### config.mk
export PLATFORM = sky130hd
export DESIGN_NAME = chtwa_ram
export DESIGN_NICKNAME = d
export VERILOG_FILES = /design/src/rtl/chtwa_ram.sv
export SDC_FILE = /design/constraint.sdc
export NUM_CORES = 1
export LEC_CHECK = 0
export ABC_AREA = 1
export BUFFER_PORTS_ARGS = -buffer_cell sky130_fd_sc_hd__buf_2
export CAP_MARGIN = 30
export CORE_MARGIN = 2
export CORE_UTILIZATION = 32
export DETAILED_ROUTE_END_ITERATION = 10
export GPL_ROUTABILITY_DRIVEN = 0
export SYNTH_ARGS = -nofsm -noshare
export SYNTH_HDL_FRONTEND = slang
export SYNTH_SLANG_ARGS = --single-unit
### constraint.sdc
create_clock -name clk -period 1.2 [get_ports clk]
set_input_delay 0.06 -clock clk [delete_from_list [all_inputs] [get_ports clk]]
set_output_delay 0.06 -clock clk [all_outputs]
set_load 0.05 [all_outputs]
### src/rtl/chtwa_ram.sv
// Generic single-port-write, single-port-read RAM with registered read.
// No dependencies.
module chtwa_ram #(
    parameter int WIDTH = 8,
    parameter int DEPTH = 16
) (
    input  logic                     clk,
    input  logic                     we,
    input  logic [$clog2(DEPTH)-1:0] waddr,
    input  logic [WIDTH-1:0]         wdata,
    input  logic [$clog2(DEPTH)-1:0] raddr,
    output logic [WIDTH-1:0]         rdata
);

    logic [WIDTH-1:0] mem [DEPTH];

    // write and registered read
    always_ff @(posedge clk)
    begin
        if (we)
        begin
            mem[waddr] <= wdata;
        end
        rdata <= mem[raddr];
    end

endmodule

Word level (Yosys, flattened, before mapping). Memories as Yosys holds them, arrays and structs flattened. A register that Yosys moved wholly into a read port is not among the register bits. Index checks and enable logic that the tools add are counted.

Flip-flop bits (word level): 0. Memories: 1. Logic and storage cells: 3. RAM bits: 128. Bits of input ports: 18. Output and inout bits: 8.

Memory list: mem (depth 16, width 8, rd ports 1, clocked after memory_dff 1, wr ports 1, line 15) `logic [WIDTH-1:0] mem [DEPTH];`.

Muxes and demuxes: 2.

Operators with widths (number): two-way mux 1 bit (2).

Logic depth before layout (Yosys ltp).
Depth in word-level cells: 2. Depth in mapped cells: 8. Gate-level depth less buffers: 7.

Worst setup path after synthesis. Ideal clock, no wire load.

Kind: input port to flip-flop. Start point: in waddr[2]. End point: mem mem[10][0] (enable). Setup slack: 0.189 ns. Stages on the path: 2. Path buffers: 0. Arrival: 0.641 ns. Data required time: 0.830 ns. Path through: nand3b_1 > nor2_1.

RTL lines: from (decl) (line 9) `input logic [$clog2(DEPTH)-1:0] waddr,`; to (decl) (line 15).

No word-level cell before the write port.

Worst setup path after layout.
Start point: reg rdata[1], read port of mem. End point: out rdata[1].

RTL lines: from (decl) (line 12) `output logic [WIDTH-1:0] rdata`.

No word-level cell between the ends.

==> flow_summary_export.csv <==
group,metric,value,unit
status,status,"finished, final reports clean",
placement,dp_cells,811,
cts,cts_hold_buf,0,
finish,num_antenna_cells,0,
yosys,synth_edf_count,128,
cts,post-cts-setup-buffers,0,
yosys,synth_fp_nets,569,
power_and_ir_drop,p_leak,2.949,nW
grt,grt_remaining_overflow,0,
yosys,synth_cell_types,12,
cts,cts_buffer_depth,2,
detailed_routing,wl_per_cell,15.45,um
setup_path,arrival,1.08,ns
detailed_routing,routed_wl,12.95,mm
sta,fin_ws,0.05704,ns
min_path,hold_path_depth,1,
setup_path,reg2reg_slack,0.19,ns
setup_path,path_cells,"buf_2",
cts,numCtsBuffers,17,
sta,hold_viol,0,
setup_path,r2r_cells,6,
floorplanning,die_y,138.2,um
yosys,seq_area_frac_synth,69.43,%
sta,relSlewSlack,76.43,%
detailed_routing,drtAntennaViolNets,0,
finish,final_layout_size_suffix_gt1_share,12.97,%
grt,grt_pass1_wl,20.60,mm
floorplanning,core,0.01784,mm^2
cts,root_buffer,"clkbuf_16",
run,drv_cap,0,
detailed_routing,first_iter_violations,371,
setup_path,critPathKind,"flip-flop to output pin",
power_and_ir_drop,p_per_area,1588,mW/mm^2
setup_path,critPathLaunchType,"flip-flop",
detailed_routing,vias_per_cell,4.580,
placement,place.port_buffers,25,
detailed_routing,drcViolationCount,0,
setup_path,cp_num_buf_inv,1,
sta,skew,0.01084,ns
sta,rsz0062_at_grt,"false",
sta,tightest_slew,0.3536,ns
floorplanning,pin_count,26,
floorplanning,die_area,0.01911,mm^2
detailed_routing,dr_total_vias,3838,
cts,path_clk_slew,0.05,ns
min_path,hp-class,"primary input to flip-flop",
grt,first_global_vias,3811,
grt,grt_start_max_net_pins,54,
cts,cts_resized,0,
finish,nNetsFinal,619,
yosys,syn_area_per_cell,10.47,um^2
detailed_routing,first_pass_iters,5,
floorplanning,start_util,32.32,%
cts,clock_latency,0.42,ns
yosys,synth_cells,551,
power_and_ir_drop,vdd_drop_max,1.008,mV
yosys,synth_most_common_cell,"nand2_1",
sta,setup_viol,0,
floorplanning,fp-row-count,49,
grt,track_usage,14.24,%
setup_path,path_max_fanout,1,
placement,hpwlAfterDp,8.363,mm
setup_path,slowest_delay,0.38,ns
finish,area_growth,18.25,%
setup_path,path_delay_family,"flip-flops",
placement,pre_cts_ws,0.09865,ns
floorplanning,die_x,138.2,um
yosys,synth.largest_area_cell,"edfxtp_1",
sta,drv_slew,0,
yosys,synthArstFlopShare,0,%
yosys,ys_ff_latch,136,
yosys,synth_ff_type,"edfxtp_1",
sta,hold_ws,0.04012,ns
sta,min_period,1.143,ns
sta,min_period_over_period,95.25,%
sta,max_freq,874.9,MHz
yosys,synth_common_cells,"nand2_1 (173), edfxtp_1 (128), inv_1 (100)",
yosys,syn_area,0.005767,mm^2
grt,antenna_found_initial,0,
yosys,synth_top_area_share,66.65,%
yosys,synthTopCellsByArea,"edfxtp_1 (67%), nand2_1 (11%), nand3_1 (8.4%), inv_1 (6.5%), dfxtp_1 (2.8%)",
setup_path,cp.depth,1,
finish,final_cells,838,
sta,finalSetupTns,0,ns
setup_path,cp_data_required_time,1.14,ns
cts,cts_tree,"done",
cts,htree_num_levels,4,
cts,cts.sinks,136,
setup_path,cp_slowest_cell,"dfxtp_1",
yosys,yosys_warnings,0,
setup_path,crit_path_end_kind,"output pin",
[stage by stage]
stage / power, mW / area, um^2 / util (%)
after floorplan: 5.918 / 5767 / -
after global placement: 6.207 / 6300 / 35.31
after detailed placement: 6.220 / 6300 / 35.31
after CTS: 10.94 / 6819 / 38.22
after global routing: 11.19 / 6819 / 38.22
final: 10.83 / 6819 / 38.22
[state kept, by name, indices dropped and copies added, names as in the netlist]
signal  count
mem       128
rdata       8
[area by class of cell]
type                            instances  area (um^2)
Fill cell                            1691        11020
Sequential cell                       136         4004
Multi-Input combinational cell        289         1214
Clock buffer                           20        436.7
Timing Repair Buffer                   55        412.9
Inverter                              102        382.9
Tap cell                              229        286.5
Clock inverter                          7        82.58
[per-layer routing]
metal	track usage (%)	vias up	wire, um
li1	-	1865	-
met1	19.18	1845	6036
met2	22.12	118	6026
met3	4.364	10	766
met4	4.672	0	116
met5	0	-	0
[cell families (layout without fill, tap and decap cells)]
kind of cell / count (synthesis) / in the layout / share of synthesized area [%]
buffers and inverters: 126 / 184 / 9.525
DFF: 136 / 136 / 69.43
and+or+nand+nor: 289 / 289 / 21.05
[power by group]
group / switching, mW / total (mW) / internal [mW]
clock network: 1.74 / 4.71 / 2.96
logic: 0.546 / 0.770 / 0.225
registers: 0.0371 / 5.35 / 5.31
[final timing paths]
kind                    from   endpoint
setup / recovery    rdata[1]   rdata[1]
hold / removal      wdata[5]  mem[2][5]
setup reg to reg   mem[6][0]   rdata[0]
hold reg to reg   mem[12][5]   rdata[5]
[cell usage in the layout, fill, tap and decap left out]
cell type  instances
clkinv_1           2
dfxtp_1            8
buf_12             5
clkbuf_1           3
buf_4             25
edfxtp_1         128
clkinv_2           3
inv_1            100
inv_2              2
nor2_1            17
nand3_1           97
nand2_1          173
clkbuf_16         17
buf_2             25
bufinv_16          2
nand3b_1           2
Note: power is estimated with default switching activity, not from simulation.
