File: config.mk
export PLATFORM = sky130hd
export DESIGN_NAME = chtwa_div
export DESIGN_NICKNAME = d
export VERILOG_FILES = /design/src/rtl/chtwa_div.sv
export SDC_FILE = /design/constraint.sdc
export NUM_CORES = 1
export LEC_CHECK = 0
export BUFFER_PORTS_ARGS = -buffer_cell sky130_fd_sc_hd__buf_2
export CAP_MARGIN = 0
export CORE_ASPECT_RATIO = 1.1
export CORE_MARGIN = 2
export CORE_UTILIZATION = 55
export DETAILED_ROUTE_END_ITERATION = 12
export MAX_ROUTING_LAYER = met4
export PLACE_DENSITY_LB_ADDON = 0.3
export SYNTH_ARGS = -nofsm -noshare
export SYNTH_HDL_FRONTEND = slang
export SYNTH_SLANG_ARGS = --single-unit
File: constraint.sdc
create_clock -name clk -period 4.1 [get_ports clk]
set_input_delay 0.205 -clock clk [delete_from_list [all_inputs] [get_ports clk]]
set_output_delay 0.205 -clock clk [all_outputs]
set_load 0.05 [all_outputs]
File: src/rtl/chtwa_div.sv
// Restoring divider, one quotient bit per cycle, for the fullness figure.
// No dependencies.
module chtwa_div #(
    parameter int NW = 24,
    parameter int DW = 16
) (
    input  logic          clk,
    input  logic          rst_n,
    input  logic          start,
    input  logic [NW-1:0] num,
    input  logic [DW-1:0] den,
    output logic          done,
    output logic [NW-1:0] quo
);

    localparam int CW = $clog2(NW + 1);

    logic [NW-1:0] q_reg, q_next;
    logic [DW:0]   r_reg, r_next;
    logic [DW-1:0] d_reg, d_next;
    logic [CW-1:0] cnt_reg, cnt_next;
    logic          run_reg, run_next;
    logic [DW:0]   trial;

    // shift one bit in, subtract when it fits
    always_comb
    begin
        q_next   = q_reg;
        r_next   = r_reg;
        d_next   = d_reg;
        cnt_next = cnt_reg;
        run_next = run_reg;
        trial    = {r_reg[DW-1:0], q_reg[NW-1]};
        done     = 1'b0;
        if (start)
        begin
            q_next   = num;
            r_next   = '0;
            d_next   = den;
            cnt_next = CW'(NW);
            run_next = 1'b1;
        end
        else if (run_reg)
        begin
            if (trial >= {1'b0, d_reg})
            begin
                r_next = trial - {1'b0, d_reg};
                q_next = {q_reg[NW-2:0], 1'b1};
            end
            else
            begin
                r_next = trial;
                q_next = {q_reg[NW-2:0], 1'b0};
            end
            cnt_next = cnt_reg - 1'b1;
            if (cnt_reg == CW'(1))
            begin
                run_next = 1'b0;
                done     = 1'b1;
            end
        end
    end

    always_ff @(posedge clk or negedge rst_n)
    begin
        if (!rst_n)
        begin
            run_reg <= 1'b0;
            cnt_reg <= '0;
        end
        else
        begin
            run_reg <= run_next;
            cnt_reg <= cnt_next;
        end
    end

    always_ff @(posedge clk)
    begin
        q_reg <= q_next;
        r_reg <= r_next;
        d_reg <= d_next;
    end

    assign quo = q_next;

endmodule

Word level (Yosys, flattened, before mapping)
Index checks and enable logic that the tools add are counted.
{ "op_classes": {"n_reduce_logical": 1, "mux": 12, "magnitude_cmp": 1, "n_addsub": 2, "n_eq_ne": 1} }
{ "ops": {"columns": ["op", "count"], "rows": [
  ["24-bit 2-to-1 mux", 2],
  ["17-bit by 16-bit greater-or-equal comparator with 1-bit output", 1],
  ["16-bit 2-to-1 mux", 1],
  ["16-bit subtractor", 1],
  ["5-bit 2-to-1 mux", 2],
  ["1-bit 2-to-1 mux", 7],
  ["5-bit by 1-bit equality test with 1-bit output (second input constant)", 1],
  ["5-bit by 1-bit subtractor with 5-bit output (second input constant)", 1],
  ["2-bit nonzero test", 1]
]} }
{ "word_totals": {"word_cells": 22, "ff_bits": 62, "input_bits": 43} }

Depth between registers and ports, before layout
Gate-level depths: netlist of run 1.
{ "logic_depth": {"ltp_word": 4, "depth_mapped": 11, "mapped_depth_nobuf": 10} }

Least setup slack after synthesis of run 1
No wires, ideal clock.
{ "synth_path": {"kind": "register to register", "from": "register d_reg[6]", "to": "register q_reg[0]", "slack_ns": 0.993, "setup_ns": 0.245, "period_less_slack_ns": 3.107, "stages_incl_launch_ff": 12, "t_arrival_ns": 2.862, "path_cell_list": "edfxtp_1 -> inv_1 -> ha_1 -> buf_4 -> a21oi_1 -> o21a_1 -> nor3_1 -> nor3b_2 -> a21oi_2 -> buf_6 -> mux2i_1 -> o21ai_0"} }
{ "synth_between": {"elab_chain_cells": 4} }
{ "synth_rtl": {"columns": ["element", "line_no", "rtl"], "rows": [
  ["start, declared", "20", "logic [DW-1:0] d_reg, d_next;"],
  ["start signal, assigned", "82", "d_reg <= d_next;"],
  ["17-bit by 16-bit greater-or-equal comparator with 1-bit output", "45", "if (trial >= {1'b0, d_reg})"],
  ["1-bit 2-to-1 mux", "45", null],
  ["24-bit 2-to-1 mux", "43", "else if (run_reg)"],
  ["24-bit 2-to-1 mux", "35", "if (start)"],
  ["named net quo[0]", "13", "output logic [NW-1:0] quo"],
  ["end signal, assigned", "80", "q_reg <= q_next;"],
  ["end, declared", "18", "logic [NW-1:0] q_reg, q_next;"]
]} }
The timed path passes the listed nets, and every way through them passes these cells.
A chain may end at the register's enable or synchronous reset.

Worst setup path in the final report of run 1
{ "layout_path": {"from": "register d_reg[6]", "to": "output quo[0]"} }
{ "layout_between": {"elab_chain_cells": 4} }
{ "layout_rtl": {"columns": ["element", "line_no"], "rows": [
  ["17-bit by 16-bit greater-or-equal comparator with 1-bit output", "45"],
  ["1-bit 2-to-1 mux", "45"],
  ["24-bit 2-to-1 mux", "43"],
  ["24-bit 2-to-1 mux", "35"],
  ["end, declared", "13"]
]} }
No other way between the ends.

==> results of run 1 <==
area by class of cell:
class,instances,area share (%)
clock inverters,3,0.416
clock buffers,13,4.32
inverters,24,2.30
repair buffers,71,9.41
multi-input cells,253,44.4
flip-flops and latches,62,36.7
well taps,77,2.46
layer usage:
layer | global-route usage [%] | vias up | wire length, um
met4 | 7.34 | 0 | 110
li1 | - | 1390 | -
met3 | 6.42 | 14 | 274
met5 | - | - | 0
met2 | 36.2 | 58 | 3130
met1 | 26.5 | 1219 | 3110
critical path, cell delays in order (launching register included):
cell,delay [ps]
edfxtp_1,330
inv_1,40
ha_1,400
nand4_1,210
nor3_1,290
a31oi_1,160
a21oi_2,170
mux2i_1,80
o21ai_0,220
buf_2,310
through the flow:
| step | worst slack, ps | instance area [um^2] | hold WS, ps |
|---|---|---|---|
| after floorplan | 993 | 3350 | -90.6 |
| after global placement | 1760 | 3710 | 34.5 |
| after detailed placement | 1670 | 3710 | 35.2 |
| after CTS | 1320 | 3910 | 33.3 |
| after global routing | 1090 | 3910 | 26.4 |
| final | 1340 | 3910 | 45.2 |
cell usage after synthesis (6+ instances only):
cell type,number
ha_1,18
mux2i_1,35
dfxtp_1,40
nor3_1,6
a21oi_1,17
clkbuf_1,9
dfrtp_1,6
inv_1,24
xnor2_1,15
a211oi_1,15
nand2_1,37
edfxtp_1,16
o21ai_0,35
nand2b_1,6
nor2_1,25
power by group through the flow:
stage | Combinational [mW] | Sequential [mW] | Clock (mW)
6_report | 0.295 | 0.707 | 0.494
5_1_grt | 0.326 | 0.713 | 0.533
4_1_cts | 0.297 | 0.707 | 0.506
3_5_place_dp | 0.295 | 0.719 | 0
3_3_place_gp | 0.288 | 0.717 | 0
2_1_floorplan | 0.226 | 0.710 | 0
cells by family after synthesis:
| kind of cell | Yosys count | share of synthesized area (%) |
|---|---|---|
| AO/OA/AOI/OAI | 88 | 16.0 |
| XOR/XNOR | 18 | 4.71 |
| adder cells (fa/ha/maj) | 19 | 7.32 |
| buffers and inverters | 42 | 5.38 |
| flip-flops | 62 | 42.8 |
| multiplexers | 36 | 10.9 |
| AND/OR/NAND/NOR | 92 | 13.0 |
worst min-delay path by stage:
stage	to	slack [ps]	depth (start not counted)
floorplan	cnt_reg[0]$_DFFE_PN0P_	-90	0
finish	d_reg[12]$_DFFE_PP_	50	1
global route	d_reg[14]$_DFFE_PP_	30	1
CTS	d_reg[14]$_DFFE_PP_	30	1
detailed placement	cnt_reg[4]$_DFFE_PN0P_	40	1
global placement	cnt_reg[2]$_DFFE_PN0P_	30	1
repair_timing:
item                      4_1_cts  5_1_grt
gates resized for setup         0        0
hold endpoints to repair        6        0
hold buffers                    1        0
==> impl_metrics.toml, run 1 <==
[route]
wl_per_cell_um = 13.2
route.antenna.remaining_nets = 0
via_count = 2681
initialDrtViolationCount = 114
drt_wl_total_um = 6620
dr.pass1.iters = 4
vias_per_cell = 5.33
drc = 0

[global_route]
antenna_found_initial = 0
grt_pass1_vias = 2732
grt_pass1_wl_um = 11600
grt_use_total_pct = 22.2
grt_max_degree = 69
overflow = 0

[sta]
hold_viol_final = 0
tightest_slew_ps = 1010
maxSlewViolCount = 0
setup_viol = 0
setup_tns_ps = 0
skew_ps = 7.18
fin_crit_sh_pct = 67.2
relSlewSlack_pct = 32.6
post-route-min-period_ps = 2760
clock.fmax_mhz = 363
grt_setup_unrepaired = "false"

[cts]
clk_path_buf_depth = 2
cts_sinks = 62
cts_tree = "yes"
numCtsBuffers = 9
clockRootBuffer = "clkbuf_8"
insertion_delay_ps = 330
post_cts_buffers = 0
clkTransAtPathRegs_ps = 70
htree_levels = 3

[worst_setup_path]
cp-start-kind = "register"
path_max_fanout = 8
ff2ff_setup_slack_ps = 1640
crit_end = "quo[0]"
cp-end-kind = "primary output"
critPathArrivalTime_ps = 2550
required_ps = 3890
r2r-end = "r_reg[0]$_SDFFE_PP0P_"
critPathKind = "reg2out"
cp-startpoint = "d_reg[6]$_DFFE_PP_"
r2r_start = "d_reg[6]$_DFFE_PP_"
worstRegToRegCells = 9

[power_and_ir_drop]
p_sw_mw = 0.446
p_leak_nw = 1.85
clockPowerShare_pct = 33.0
p_per_area_mw_per_mm2 = 383
seq_power_share_pct = 47.3
p_sw_share_pct = 29.9
pwr-share-comb_pct = 19.7
worst_ir_drop_vdd_v = 0.000282
p_int_mw = 1.05
p_total_mw = 1.50

[placed_design]
dp.cells = 486
place.gp.congestion = 0.952
hpwl_um = 4850
port_buffers = 67

[finish]
finalCoreUtilization_pct = 66.9
regArea_mm2 = 0.00143
area_growth_pct = 16.7
multi_input_area_mm2 = 0.00174
largest_reg_flops = 24
antenna_cells = 0
final_common_cell = "buf_2"
n_fill_cell = 512
nets = 483
final_cells = 503
final_layout_size_suffix_gt1_share_pct = 22.1
most-common-layout-cells = "67 x buf_2, 40 x dfxtp_1, 37 x nand2_1"

[synth]
synth.area.top_cells = "dfxtp_1 24%, edfxtp_1 14%, mux2i_1 10%, ha_1 6.7%, o21ai_0 5.2%"
syn-cell-area_mm2 = 0.00335
ys.flop_type = "dfxtp_1"
synth-async-reset-ratio_pct = 9.68
synth-edff-count = 16
synth_cell_types = 50
synth_seq_area_share_pct = 42.8
ys_ff_latch = 62
synth_top_area_share_pct = 23.9
yosys.area.top_type = "dfxtp_1"
ys_warn_count = 0
synth_area_per_cell_um2 = 9.38
synth_nets = 419
synth_cells = 357

[die]
die-area_mm2 = 0.00673
die_x_um = 78.4
start_util_pct = 57.3
die_y_um = 85.8
pin_count = 68
core_area_mm2 = 0.00584
rows = 29

[hold_path]
hp-class = "in2reg"
hp-start = "den[12]"

[run_status]
outcome = "complete, no violations"

[flow_run]
drv_cap = 0
Note: power is estimated with default switching activity, not from simulation.
==> run 2: changes to the inputs <==
--- a/config.mk
+++ b/config.mk
@@ -9,7 +9,7 @@
 export CAP_MARGIN = 0
 export CORE_ASPECT_RATIO = 1.1
 export CORE_MARGIN = 2
-export CORE_UTILIZATION = 55
+export CORE_UTILIZATION = 50
 export DETAILED_ROUTE_END_ITERATION = 12
 export MAX_ROUTING_LAYER = met4
 export PLACE_DENSITY_LB_ADDON = 0.3
==> constraint.sdc (replaced) <==
create_clock -name clk -period 2.3 [get_ports clk]
set_input_delay 0.115 -clock clk [delete_from_list [all_inputs] [get_ports clk]]
set_output_delay 0.115 -clock clk [all_outputs]
set_load 0.05 [all_outputs]
==> impl_metrics.toml, run 2 (synthesis gave the netlist of run 1 again) <==
[cts]
cts_tree = "yes"
clockRootBuffer = "clkbuf_8"
htree_levels = 3
insertion_delay_ps = 350
cts_sinks = 62
clk_path_buf_depth = 2
numCtsBuffers = 9
clkTransAtPathRegs_ps = 60

[sta]
worst_slack_ps = -91.7
grt_setup_unrepaired = "true"
setup_viol = 3
clock.fmax_mhz = 418
skew_ps = 7.27
relSlewSlack_pct = 63.1
fin_crit_sh_pct = 104
post-route-min-period_ps = 2390
maxSlewViolCount = 0
hold-worst-slack_ps = 16.4
tightest_slew_ps = 553
hold_viol_final = 0
setup_tns_ps = -115

[global_route]
grt_pass1_wl_um = 11800
overflow = 0
grt_pass1_vias = 2799
antenna_found_initial = 0
grt_use_total_pct = 21.3
grt_max_degree = 35

[placed_design]
place_area_mm2 = 0.00386
hpwl_um = 5030
port_buffers = 67
place.gp.congestion = 0.912
pre_cts_slack_ps = 50.0

[power_and_ir_drop]
worst_ir_drop_vdd_v = 0.000438
p_leak_nw = 2.11
p_total_mw = 2.97
p_per_area_mw_per_mm2 = 636

[die]
die_x_um = 82.0
die-area_mm2 = 0.00737
core_area_mm2 = 0.00652
pin_count = 68
die_y_um = 89.8
start_util_pct = 51.4
rows = 31

[route]
initialDrtViolationCount = 122
drt_wl_total_um = 7340
dr.pass1.iters = 4
vias_per_cell = 5.17
wl_per_cell_um = 13.1
via_count = 2895
route.antenna.remaining_nets = 0
drc = 0

[finish]
area_growth_pct = 39.5
final_layout_size_suffix_gt1_share_pct = 30.1
design_area_mm2 = 0.00467
antenna_cells = 0
most-common-layout-cells = "66 x buf_2, 39 x dfxtp_1, 37 x nand2_1"
nets = 535
final_common_cell = "buf_2"
largest_reg_flops = 24

[worst_setup_path]
cp-start-kind = "register"
cp_cell_sequence = "inv_1 -> ha_4 -> nand4_1 -> nor3_2 -> o21ai_1 -> nor3b_4 -> a21oi_2 -> mux2i_2 -> o21ai_4 -> buf_6"
critPathKind = "reg2out"
critPathArrivalTime_ps = 2280
path_max_fanout = 6
cp_slowest_cell = "edfxtp_1"
cp_top_family = "simple AND/OR/NAND/NOR gates"
required_ps = 2180
cp-end-kind = "primary output"
worst-path-buf-inv = 2
critPathMaxStageDelay_ps = 320

[run_status]
violations = "negative setup slack"
outcome = "finished, violations left"

[hold_path]
hp-class = "in2reg"

[flow_run]
drv_cap = 0
==> run 2: cell types whose count changed in the layout (fill, tap and decap cells not counted), sizes merged <==
cell	delta
dlygate4sd3	+30
inv	-1
clkbuf	+3
buf	+22
clkinv	-2
==> run 2: cell type report <==
type	count	area, um^2
fill	485	1850
timing repair buffer	123	871
sequential	62	1430
multi-input combinational	253	1940
clock buffer	16	234
inverter	24	90.1
tap	82	103
==> run 2: stage by stage <==
| step | cells | utilization, % |
|---|---|---|
| floorplan | 357 | - |
| global placement | 506 | 59.2 |
| detailed placement | 506 | 59.2 |
| CTS | 555 | 69.6 |
| global route | 560 | 71.7 |
| finish | 560 | 71.7 |
==> run 2: path summary, 6_finish.rpt <==
kind,depth (start not counted),end,slack (ps),from
worst min-delay path,3,q_reg[6]$_DFF_P_,20,num[6]
worst min register to register,2,r_reg[11]$_SDFFE_PP0P_,510,r_reg[11]$_SDFFE_PP0P_
worst max-delay path,10,quo[0],-90,d_reg[5]$_DFFE_PP_
min in group asynchronous,2,cnt_reg[4]$_DFFE_PN0P_,110,rst_n
max in group asynchronous,2,run_reg$_DFF_PN0_,2040,rst_n
worst max register to register,12,r_reg[6]$_SDFFE_PP0P_,-20,d_reg[5]$_DFFE_PP_
==> run 2: layer usage <==
metal,share of wire [%],track usage (%),wire [um]
met4,2.1,9.58,154
met3,3.1,4.52,224
met1,45,24.4,3300
met5,0,-,0
met2,50,35.0,3670
==> run 2: worst reg2reg max path: cells and delay by family, from the launching register on <==
family / cells / cell delay (ps)
AO/OA/AOI/OAI: 3 / 370
adder cells (fa/ha/maj): 1 / 300
buffers and inverters: 4 / 410
flip-flops: 1 / 320
multiplexers: 1 / 250
AND/OR/NAND/NOR: 3 / 540
==> run 2: power by group <==
group	switching (mW)	internal [mW]	total (mW)
registers	0.0494	1.21	1.26
logic	0.378	0.270	0.648
clock network	0.416	0.649	1.06
==> run 2: what timing repair did <==
action                     4_1_cts  5_1_grt
buffers inserted                 2        5
gates resized for setup         16       25
setup endpoints to repair        1       16
pin swaps                        3        9
hold buffers                    31        0
hold endpoints to repair        36        0
